==> src/rtl/mts_pkg.sv <==
`default_nettype none

package mts_pkg;

  localparam int DATA_W = 32;
  localparam int CAP_W  = 5;
  localparam int OCC_W  = 5;
  localparam int STAT_W = 2;

  localparam logic [CAP_W-1:0] CAP_RESET = 5'd16;

  localparam logic OP_PUSH = 1'b0;
  localparam logic OP_POP  = 1'b1;

  localparam logic [STAT_W-1:0] ST_DONE  = 2'd0;
  localparam logic [STAT_W-1:0] ST_FULL  = 2'd1;
  localparam logic [STAT_W-1:0] ST_EMPTY = 2'd2;

  // controller -> datapath
  typedef struct packed {
    logic              push;        // store the input value
    logic              pop;         // drop the top, using the read data
    logic              set_status;
    logic [STAT_W-1:0] status;
    logic              load_out;    // capture the result in the output register
  } cmd_t;

  // datapath -> controller
  typedef struct packed {
    logic full;
    logic empty;
    logic out_free;
  } sts_t;

endpackage

`default_nettype wire

==> src/rtl/min_tracking_stack.sv <==
// Channel   Direction  Handshake            Payload
// in        input      in_valid/in_ready    in_op, in_push_value
// out       output     out_valid/out_ready  out_min_value, out_min_valid,
//                                           out_status, out_occupancy
// cfg       input      cfg_we (no wait)     cfg_wdata (capacity)
//
// A push or a rejected operation passes S_FIN on its way to the next in_ready;
// an accepted pop also passes S_RD, because the top value and the entry below
// the top of the minimum stack come out of the registered-read RAMs in the cycle
// after the transfer. The current minimum lives in a register, so a push needs
// no RAM read. Synchronous reset empties both stacks and sets capacity to 16;
// the stores are not cleared. A result waiting on out_ready does not block the
// next transfer in; only its own finished result waits for the output register.
`default_nettype none

module min_tracking_stack import mts_pkg::*; #(
  parameter int DEPTH = 16
) (
  input  wire logic                     clk,
  input  wire logic                     rst_n,
  // configuration
  input  wire logic                     cfg_we,
  input  wire logic [CAP_W-1:0]         cfg_wdata,
  // operation in
  input  wire logic                     in_valid,
  output logic                          in_ready,
  input  wire logic                     in_op,
  input  wire logic signed [DATA_W-1:0] in_push_value,
  // result out
  output logic                          out_valid,
  input  wire logic                     out_ready,
  output logic signed [DATA_W-1:0]      out_min_value,
  output logic                          out_min_valid,
  output logic [STAT_W-1:0]             out_status,
  output logic [OCC_W-1:0]              out_occupancy
);

  cmd_t cmd;
  sts_t sts;

  // sequence each operation: accept, optional RAM read, hand off result
  mts_ctrl u_ctrl (
    .clk      (clk),
    .rst_n    (rst_n),
    .in_valid (in_valid),
    .in_ready (in_ready),
    .in_op    (in_op),
    .sts      (sts),
    .cmd      (cmd)
  );

  // hold both stacks, the counts, the cached minimum and the output register
  mts_dp #(.DEPTH(DEPTH)) u_dp (
    .clk           (clk),
    .rst_n         (rst_n),
    .cfg_we        (cfg_we),
    .cfg_wdata     (cfg_wdata),
    .push_value    (in_push_value),
    .cmd           (cmd),
    .sts           (sts),
    .out_valid     (out_valid),
    .out_ready     (out_ready),
    .out_min_value (out_min_value),
    .out_min_valid (out_min_valid),
    .out_status    (out_status),
    .out_occupancy (out_occupancy)
  );

endmodule

`default_nettype wire

==> src/rtl/mts_ram.sv <==
`default_nettype none

module mts_ram #(
  parameter int WIDTH = 32,
  parameter int DEPTH = 16
) (
  input  wire logic                     clk,
  input  wire logic                     we,
  input  wire logic [$clog2(DEPTH)-1:0] waddr,
  input  wire logic [WIDTH-1:0]         wdata,
  input  wire logic [$clog2(DEPTH)-1:0] raddr,
  output logic      [WIDTH-1:0]         rdata
);

  logic [WIDTH-1:0] mem [DEPTH];

  always_ff @(posedge clk) begin
    if (we) begin
      mem[waddr] <= wdata;
    end
    rdata <= mem[raddr];
  end

endmodule

`default_nettype wire

==> src/rtl/mts_ctrl.sv <==
`default_nettype none

module mts_ctrl import mts_pkg::*; (
  input  wire logic clk,
  input  wire logic rst_n,
  input  wire logic in_valid,
  output logic      in_ready,
  input  wire logic in_op,
  input  wire sts_t sts,
  output cmd_t      cmd
);

  localparam logic [1:0] S_IDLE = 2'd0;
  localparam logic [1:0] S_RD   = 2'd1;
  localparam logic [1:0] S_FIN  = 2'd2;

  logic [1:0] state_r, state_nxt;

  always_comb begin
    state_nxt = state_r;
    cmd       = '0;
    in_ready  = 1'b0;
    unique case (state_r)
      S_IDLE: begin
        in_ready = 1'b1;
        if (in_valid) begin
          cmd.set_status = 1'b1;
          cmd.status     = ST_DONE;
          state_nxt      = S_FIN;
          if (in_op == OP_PUSH) begin
            if (sts.full) begin
              cmd.status = ST_FULL;
            end else begin
              cmd.push = 1'b1;
            end
          end else if (sts.empty) begin
            cmd.status = ST_EMPTY;
          end else begin
            // wait for the top entries to come out of the RAMs
            state_nxt = S_RD;
          end
        end
      end
      S_RD: begin
        cmd.pop   = 1'b1;
        state_nxt = S_FIN;
      end
      S_FIN: begin
        if (sts.out_free) begin
          cmd.load_out = 1'b1;
          state_nxt    = S_IDLE;
        end
      end
      default: begin
        state_nxt = S_IDLE;
      end
    endcase
  end

  always_ff @(posedge clk) begin
    if (!rst_n) begin
      state_r <= S_IDLE;
    end else begin
      state_r <= state_nxt;
    end
  end

endmodule

`default_nettype wire

==> src/rtl/mts_dp.sv <==
`default_nettype none

module mts_dp import mts_pkg::*; #(
  parameter int DEPTH = 16
) (
  input  wire logic                     clk,
  input  wire logic                     rst_n,
  input  wire logic                     cfg_we,
  input  wire logic [CAP_W-1:0]         cfg_wdata,
  input  wire logic signed [DATA_W-1:0] push_value,
  input  wire cmd_t                     cmd,
  output sts_t                          sts,
  output logic                          out_valid,
  input  wire logic                     out_ready,
  output logic signed [DATA_W-1:0]      out_min_value,
  output logic                          out_min_valid,
  output logic [STAT_W-1:0]             out_status,
  output logic [OCC_W-1:0]              out_occupancy
);

  localparam int AW = $clog2(DEPTH);
  localparam int CW = $clog2(DEPTH + 1);
  localparam int LW = (CW > CAP_W) ? CW : CAP_W;

  logic [CAP_W-1:0]         cap_r;
  logic [CW-1:0]            vc_r, vc_nxt;
  logic [CW-1:0]            mc_r, mc_nxt;
  logic signed [DATA_W-1:0] min_top_r, min_top_nxt;
  logic [STAT_W-1:0]        status_r;

  logic                     out_valid_r;
  logic signed [DATA_W-1:0] out_min_value_r;
  logic                     out_min_valid_r;
  logic [STAT_W-1:0]        out_status_r;
  logic [OCC_W-1:0]         out_occupancy_r;

  logic [LW-1:0]            limit;
  logic                     to_min;
  logic                     min_ok;
  logic signed [DATA_W-1:0] val_rdata;
  logic signed [DATA_W-1:0] min_rdata;

  assign limit  = (LW'(cap_r) > LW'(DEPTH)) ? LW'(DEPTH) : LW'(cap_r);
  assign to_min = (mc_r == '0) || (push_value <= min_top_r);
  assign min_ok = (vc_r != '0) && (mc_r != '0);

  assign sts.full     = LW'(vc_r) >= limit;
  assign sts.empty    = (vc_r == '0);
  assign sts.out_free = !out_valid_r || out_ready;

  mts_ram #(.WIDTH(DATA_W), .DEPTH(DEPTH)) u_val_ram (
    .clk   (clk),
    .we    (cmd.push),
    .waddr (AW'(vc_r)),
    .wdata (push_value),
    .raddr (AW'(vc_r - CW'(1))),
    .rdata (val_rdata)
  );

  // read one below the top so the next minimum is ready when the top goes
  mts_ram #(.WIDTH(DATA_W), .DEPTH(DEPTH)) u_min_ram (
    .clk   (clk),
    .we    (cmd.push && to_min),
    .waddr (AW'(mc_r)),
    .wdata (push_value),
    .raddr (AW'(mc_r - CW'(2))),
    .rdata (min_rdata)
  );

  always_comb begin
    vc_nxt      = vc_r;
    mc_nxt      = mc_r;
    min_top_nxt = min_top_r;
    if (cmd.push) begin
      vc_nxt = vc_r + CW'(1);
      if (to_min) begin
        mc_nxt      = mc_r + CW'(1);
        min_top_nxt = push_value;
      end
    end else if (cmd.pop) begin
      vc_nxt = vc_r - CW'(1);
      if (val_rdata == min_top_r) begin
        mc_nxt      = mc_r - CW'(1);
        min_top_nxt = min_rdata;
      end
    end
  end

  always_ff @(posedge clk) begin
    if (!rst_n) begin
      cap_r       <= CAP_RESET;
      vc_r        <= '0;
      mc_r        <= '0;
      out_valid_r <= 1'b0;
    end else begin
      if (cfg_we) begin
        cap_r <= cfg_wdata;
      end
      vc_r <= vc_nxt;
      mc_r <= mc_nxt;
      if (cmd.load_out) begin
        out_valid_r <= 1'b1;
      end else if (out_ready) begin
        out_valid_r <= 1'b0;
      end
    end
  end

  always_ff @(posedge clk) begin
    min_top_r <= min_top_nxt;
    if (cmd.set_status) begin
      status_r <= cmd.status;
    end
    if (cmd.load_out) begin
      out_min_value_r <= min_ok ? min_top_r : '0;
      out_min_valid_r <= min_ok;
      out_status_r    <= status_r;
      out_occupancy_r <= OCC_W'(LW'(vc_r));
    end
  end

  assign out_valid     = out_valid_r;
  assign out_min_value = out_min_value_r;
  assign out_min_valid = out_min_valid_r;
  assign out_status    = out_status_r;
  assign out_occupancy = out_occupancy_r;

endmodule

`default_nettype wire

==> config.mk <==
export PLATFORM = sky130hd
export DESIGN_NAME = min_tracking_stack
export DESIGN_NICKNAME = d
export VERILOG_FILES = /design/src/rtl/mts_pkg.sv /design/src/rtl/min_tracking_stack.sv /design/src/rtl/mts_ram.sv /design/src/rtl/mts_ctrl.sv /design/src/rtl/mts_dp.sv
export SDC_FILE = /design/constraint.sdc
export NUM_CORES = 1
export LEC_CHECK = 0
export BUFFER_PORTS_ARGS = -buffer_cell sky130_fd_sc_hd__buf_2
export CAP_MARGIN = 40
export CORE_ASPECT_RATIO = 1.25
export CORE_MARGIN = 2
export CORE_UTILIZATION = 62
export CTS_CLUSTER_SIZE = 28
export DETAILED_ROUTE_END_ITERATION = 10
export HOLD_SLACK_MARGIN = 0.05
export PLACE_DENSITY = 0.9
export SETUP_SLACK_MARGIN = 0.15
export SYNTH_ARGS = -nofsm -noshare
export SYNTH_HDL_FRONTEND = slang
export SYNTH_SLANG_ARGS = --single-unit
export TNS_END_PERCENT = 10
==> constraint.sdc <==
create_clock -name clk -period 9.15 [get_ports clk]
set_clock_uncertainty 0.2 [all_clocks]
set_input_delay 0.915 -clock clk [delete_from_list [all_inputs] [get_ports clk]]
set_output_delay 0.915 -clock clk [all_outputs]
set_load 0.005 [all_outputs]
# After elaboration in Yosys (flattened, before gate mapping)

Memory sizes are Yosys's and may differ from the RTL's. A register that Yosys moved wholly into a read port is not among the register bits.
Cells that the tools add are included.

Bits in registers: 92
RAM bits: 1024
Input bits: 43
Output and inout bits: 42
Word-level logic and storage cells: 78
Memories: 2

Memories:

| name               | depth | bits a word | read ports | clocked after memory_dff | write ports | line          | source |
|---|---|---|---|---|---|---|---|
| u_dp.u_min_ram.mem | 16    | 32          | 1          | 1                        | 1           | mts_ram.sv:15 | `logic [WIDTH-1:0] mem [DEPTH];` |
| u_dp.u_val_ram.mem | 16    | 32          | 1          | 1                        | 1           | mts_ram.sv:15 |  |

Add/subtract/negate cells: 5
Order comparisons: 3
Equal/unequal tests: 6
Mux-type cells: 35
Reduce and logical (&&, ||, !) cells: 16

Operators with widths:

| kind                  | count |
|---|---|
| $mux W32              | 4 |
| $mux W5               | 7 |
| $eq A32 B32 Y1        | 1 |
| $le A32 B32 Y1        | 1 |
| $mux W1               | 15 |
| $mux W2               | 6 |
| $add A5 B1 Y5 const B | 2 |
| $logic_not A5 Y1      | 2 |
| $reduce_bool A5 Y1    | 2 |
| $sub A5 B1 Y5 const B | 2 |
| $mux W3               | 2 |
| $pmux W2 S3           | 1 |
| $reduce_bool A2 Y1    | 3 |
| $ge A5 B5 Y1          | 1 |
| $gt A5 B5 Y1 const B  | 1 |
| $ne A2 B2 Y1 const B  | 2 |
| $reduce_and A2 Y1     | 2 |
| $sub A4 B2 Y4 const B | 1 |
| $reduce_and A3 Y1     | 1 |
| $eq A2 B1 Y1 const B  | 1 |
| $eq A2 B2 Y1 const B  | 1 |
| $logic_and A1 B1 Y1   | 2 |
| $logic_not A2 Y1      | 1 |
| $logic_or A1 B1 Y1    | 2 |
| 2 further kinds       | 2 |

# Longest topological paths before layout

Word-level depth: 10
Depth in mapped cells: 17
Depth with buffers taken out: 14

# Modules after synthesis

A second synthesis with hierarchy kept.

Cell total of the unflattened synthesis: 2121
Area total of the unflattened synthesis: 44855.5 µm²

Modules (own cells, without submodules):

| module                   | times used | cells each | area an instance (µm²) | sequential area each (µm²) |
|---|---|---|---|---|
| mts_ram (u_dp.u_val_ram) | 1          | 838        | 19854.0                | 16015.4 |
| mts_ram (u_dp.u_min_ram) | 1          | 838        | 19835.3                | 16015.4 |
| mts_dp                   | 1          | 429        | 5036.1                 | 2542.4 |
| mts_ctrl                 | 1          | 16         | 130.1                  | 40.0 |

# Worst setup path after synthesis

Ideal clock, no wire load.

Path kind: flip-flop to flip-flop
Start point: register u_dp.vc_r[0]
End point: memory u_dp.u_min_ram.mem[4][0] (enable)
Setup time: 513 ps
Arrival time: 6194 ps
Required time: 8437 ps
Setup slack: 2243 ps
Stages on the path, launching flop included: 12
Buffers on the path: 2
Clock period less this slack: 6907 ps
Path through: dfxtp_1 -> clkbuf_1 -> clkbuf_1 -> inv_1 -> ha_1 -> nand2b_1 -> a21o_1 -> a21o_1 -> a2111o_1 -> a2bb2oi_4 -> nand2_2 -> nor4b_1

Longest elaborated chain between the ends: 8

Ends and longest elaborated chain:

| what                          | line           | source |
|---|---|---|
| start: declaration            | mts_dp.sv:26   | `logic [CW-1:0] vc_r, vc_nxt;` |
| start signal: assignment      | mts_dp.sv:99   | `vc_r <= vc_nxt;` |
| $ge A5 B5 Y1                  | mts_dp.sv:47   | `assign sts.full = LW'(vc_r) >= limit;` |
| $mux W1                       | mts_ctrl.sv:31 | `if (sts.full) begin` |
| $mux W1                       | mts_ctrl.sv:30 | `if (in_op == OP_PUSH) begin` |
| $mux W1                       | mts_ctrl.sv:26 | `if (in_valid) begin` |
| $mux W1                       | mts_ctrl.sv:23 | `unique case (state_r)` |
| $logic_and A1 B1 Y1           | mts_dp.sv:63   | `.we (cmd.push && to_min),` |
| $mux W1                       | mts_ram.sv:18  | `if (we) begin` |
| $mux W1 (implied by the code) | mts_ram.sv:19  | `mem[waddr] <= wdata;` |
| end: declaration              | mts_ram.sv:15  |  |

Every way passes these cells.

# Final worst setup path

Start point: register u_dp.vc_r[0]
End point: register u_dp.mc_r[4]

Longest elaborated chain between the ends: 7
Elaborated cells between the ends (all ways): 10
Those cells by class: order compare (1); eq/ne (1); mux (5); reduce/logical (3)

Ends and longest elaborated chain:

| what                                                                | line           | source |
|---|---|---|
| $ge A5 B5 Y1 *                                                      | mts_dp.sv:47   |  |
| $mux W1 *                                                           | mts_ctrl.sv:31 |  |
| $mux W1 *                                                           | mts_ctrl.sv:30 |  |
| $mux W1 *                                                           | mts_ctrl.sv:26 |  |
| $mux W1 *                                                           | mts_ctrl.sv:23 |  |
| $ne A2 B1 Y1 (no line) / $reduce_bool A2 Y1 (equally long branches) | -              |  |
| $reduce_and A3 Y1 (no line)                                         | -              |  |
| end signal: assignment                                              | mts_dp.sv:100  | `mc_r <= mc_nxt;` |
| end: declaration                                                    | mts_dp.sv:27   | `logic [CW-1:0] mc_r, mc_nxt;` |

Every way passes the cells marked *; elsewhere a longest branch is shown, timed or not.
A chain may end at the register's enable or synchronous reset.

==> impl_results.md <==
* Static Leak at 16.2 nW
* Reg2Reg Depth at 15
* Via count at 23800
* TritonCTS clock tree: done
* Largest buffer count on any clock path at 3
* GRT Total Usage at 0.336
* CTS sink cnt at 1180
* Fill count at 3634
* Final TNS setup at 0 ns
* RSZ-0062 raised after global routing: no
* Top-count cell post-synth: edfxtp_1
* Setup crit start kind: register
* Slew Limit Fails at 0
* Die W at 245 um
* Num rows at 110
* M2 GR Usage at 0.538
* Finished Cell Area at 0.0507 mm^2
* Startpoint of the worst-slack reg-to-reg timing path: u_dp.vc_r[0]
* Post-CTS sizing at 0
* Register area share after synthesis at 0.767
* Syn_nets at 2147
* Post-synthesis compound-gate area fraction at 0.00937
* Final setup vio count at 0
* Total power draw at 14.0 mW
* Setup crit start: u_dp.vc_r[0]
* Outcome: completed
* GRT Max-Usage Layer: met2
* Post-CTS Setup Bufs at 0
* Largest net degree at the start of global routing at 119
* Share of the synthesized area in the top cell type at 0.731
* Final ANT Viol Nets at 0
* Adder-Cell Fraction of Synth Area at 0.0132
* DRC violations left at 0
* Cell Pwr Density at 275 mW/mm^2
* Worst reg-to-reg setup slack at 3.60 ns
* DP HPWL at 63.6 mm
* Rel. slew slack at 0.302
* # nets final at 2300
* Period utilization at 0.606
* Synthesis Warnings at 0
* M1 GR Usage at 0.418
* Post-Syn Instances at 2057
* DIE AREA at 0.0750 mm^2
* Mux contribution to synthesized area at 0.162
* Min Tclk post-route at 5.55 ns
* Share of cells above drive strength 1 at 0.295
* Synth Cell Area at 0.0451 mm^2
* Worst path arrival time at 5.97 ns
* Async S/R FF share, synth at 0
* Worst setup margin at 3.60 ns
* Synth Area in Simple Gates at 0.0289
* Maxcap violations at 0
* Vias/cell at 7.32
* End of the worst register-to-register path: u_dp.mc_r[4]
* FF+latch area at 0.0346 mm^2
* Placed Area at 0.0473 mm^2
* I/O pins at 85
* Initial antenna violation count at 4
* CTS root buf: clkbuf_16
* Leading area contributor after synthesis: edfxtp_1
* Hold slack at 0.243 ns
* Total CTS buffers at 100
* Starting Density at 0.627
* WL final at 122 mm
* IO Port Bufs at 84
* Crit end category: register
* Largest family of logic cells by synthesized area: multiplexers
* Vias in the first global route at 24500
* Clk_lat worst skew at 0.71 ns
* Top FF cell, synth: edfxtp_1
* Xor/xnor cell area share of the yosys netlist at 0.00738
* Layout area overhead at 12.4%
* Final estimated routing congestion in global placement at 0.966
* Clk slew on worst S/H paths at 0.07 ns
* Crit path max fanout at 39
* Flops & latches, synth at 1180
* Die height at 306 um
* Routed wire per std cell at 37.4 um
* Worst slew pin tran at 1.04 ns
* First-pass GRT wire length at 176 mm
* Final hold vios at 0
* Pre-CTS setup slack at 4.02 ns
* EDFF count, synth at 1098
* Avg Cell Area, Syn at 21.9 um^2
* Area of the multi-input gates at 0.0102 mm^2
* Post-CTS Hold Buffers at 0
* Cells taking the most area after synthesis: edfxtp_1, mux4_2, dfxtp_1, ha_1, nand2_1
* Peak supply drop at 0.233 mV
* CP required at 9.58 ns
* DR pass1 iterations at 8
* Met3 Use GR at 0.0824
* Core area at 0.0720 mm^2
* Synth top cells by count: edfxtp_1, mux4_2, nand2_1
* Hold crit path type: primary input to register
* Iteration-0 DRC Markers at 4410
* Post-synthesis cell type count at 58
* Worst setup path endpoint: u_dp.mc_r[4]
* Crit Path Class: register to register
* Remaining Overflow, GRT at 0
* Peak Freq at 180 MHz
* H-tree depth at 3
## stage by stage
stage / instances / util
finish: 3251 / 0.704
floorplan: 2057 / -
CTS: 3249 / 0.704
detailed placement: 3059 / 0.657
global route: 3251 / 0.704
global placement: 3042 / 0.651
## critical path, stage by stage, from the launching register on
cell       delay [ns]
dfxtp_4          0.61
inv_1            0.25
ha_1             0.35
nand2b_1         0.16
a21o_1           0.20
a21o_1           0.25
a2111o_1         0.57
nand2_2          0.10
buf_4            0.44
inv_2            0.50
fa_1             0.59
a21o_1           0.20
a21o_1           0.23
nor3_1           0.35
o21ai_0          0.20
o2111ai_1        0.22
## layout by cell type, fill, tap and decap left out, types with 5 or more instances in the layout
master / netlist / routed
ha_1: 46 / 45
inv_1: 43 / 43
buf_2: 22 / 84
nand3_1: 8 / 8
a21o_1: 7 / 7
bufinv_16: 0 / 11
a21oi_1: 21 / 21
nor4_1: 5 / 5
clkbuf_1: 61 / 23
clkbuf_16: 0 / 103
clkinv_2: 0 / 18
xnor2_1: 32 / 30
mux2i_1: 9 / 9
and4_2: 0 / 8
nand2b_1: 8 / 8
mux4_2: 320 / 320
nand4_1: 15 / 15
xor2_1: 6 / 5
nor3_1: 41 / 37
clkbuf_8: 0 / 12
edfxtp_1: 1098 / 1098
nor3_2: 1 / 5
buf_16: 0 / 7
dfxtp_1: 82 / 79
clkinvlp_4: 0 / 10
nor2_4: 0 / 11
nand2_1: 121 / 121
clkinv_1: 1 / 7
nor2_1: 30 / 19
buf_4: 1 / 41
buf_12: 0 / 10
o21ai_0: 9 / 9
## flip-flops by register name, summed over array words and instances (netlist names)
register              cells
u_dp.u_min_ram.rdata     32
u_dp.out_min_valid        1
u_dp.out_valid            1
u_dp.min_top_r           32
u_dp.u_val_ram.mem      512
u_dp.mc_r                 5
u_dp.out_status           2
u_dp.u_val_ram.rdata     32
u_dp.u_min_ram.mem      512
u_dp.cap_r                5
u_dp.status_r             2
u_dp.vc_r                 5
u_dp.out_min_value       32
u_dp.out_occupancy        5
u_ctrl.state_r            2
## how the worst min path moves through the flow
stage | start | end | slack (ns) | cells after the start
after floorplan | u_dp.status_r[0] | u_dp.out_status[0] | 0.20 | 0
after global placement | u_dp.status_r[1] | u_dp.out_status[1] | 0.24 | 0
after detailed placement | u_dp.status_r[1] | u_dp.out_status[1] | 0.24 | 0
after CTS | cfg_wdata[4] | u_dp.cap_r[4] | 0.25 | 3
after global routing | u_dp.status_r[1] | u_dp.out_status[1] | 0.26 | 0
final | cfg_wdata[4] | u_dp.cap_r[4] | 0.24 | 3
## where the power goes
group          internal [mW]  total [mW]  switching [mW]
combinational           1.26        2.92            1.66
clock                   2.49        4.47            1.98
sequential              6.28        6.56           0.282
total                   10.0        14.0            3.93
## per-layer routing
layer / share of wire / wire, um
met5: 0.00019 / 23
met4: 0.070 / 8520
met3: 0.13 / 15300
met2: 0.50 / 60400
met1: 0.31 / 37400
## cell type report
cell class / instances / area share
antenna: 1 / 0.0000494
clock buffer: 138 / 0.0558
sequential: 1180 / 0.683
inverter: 45 / 0.00333
clock inverter: 52 / 0.0117
multi-input combinational: 739 / 0.200
timing repair buffer: 144 / 0.0224
tap: 952 / 0.0235
## cell families after synthesis
family / Yosys count
simple gates: 267
buf+inv: 138
mux: 329
fa+ha+maj: 47
xor+xnor: 38
flops: 1180
compound gates: 58
(Power assumes the default switching activity.)
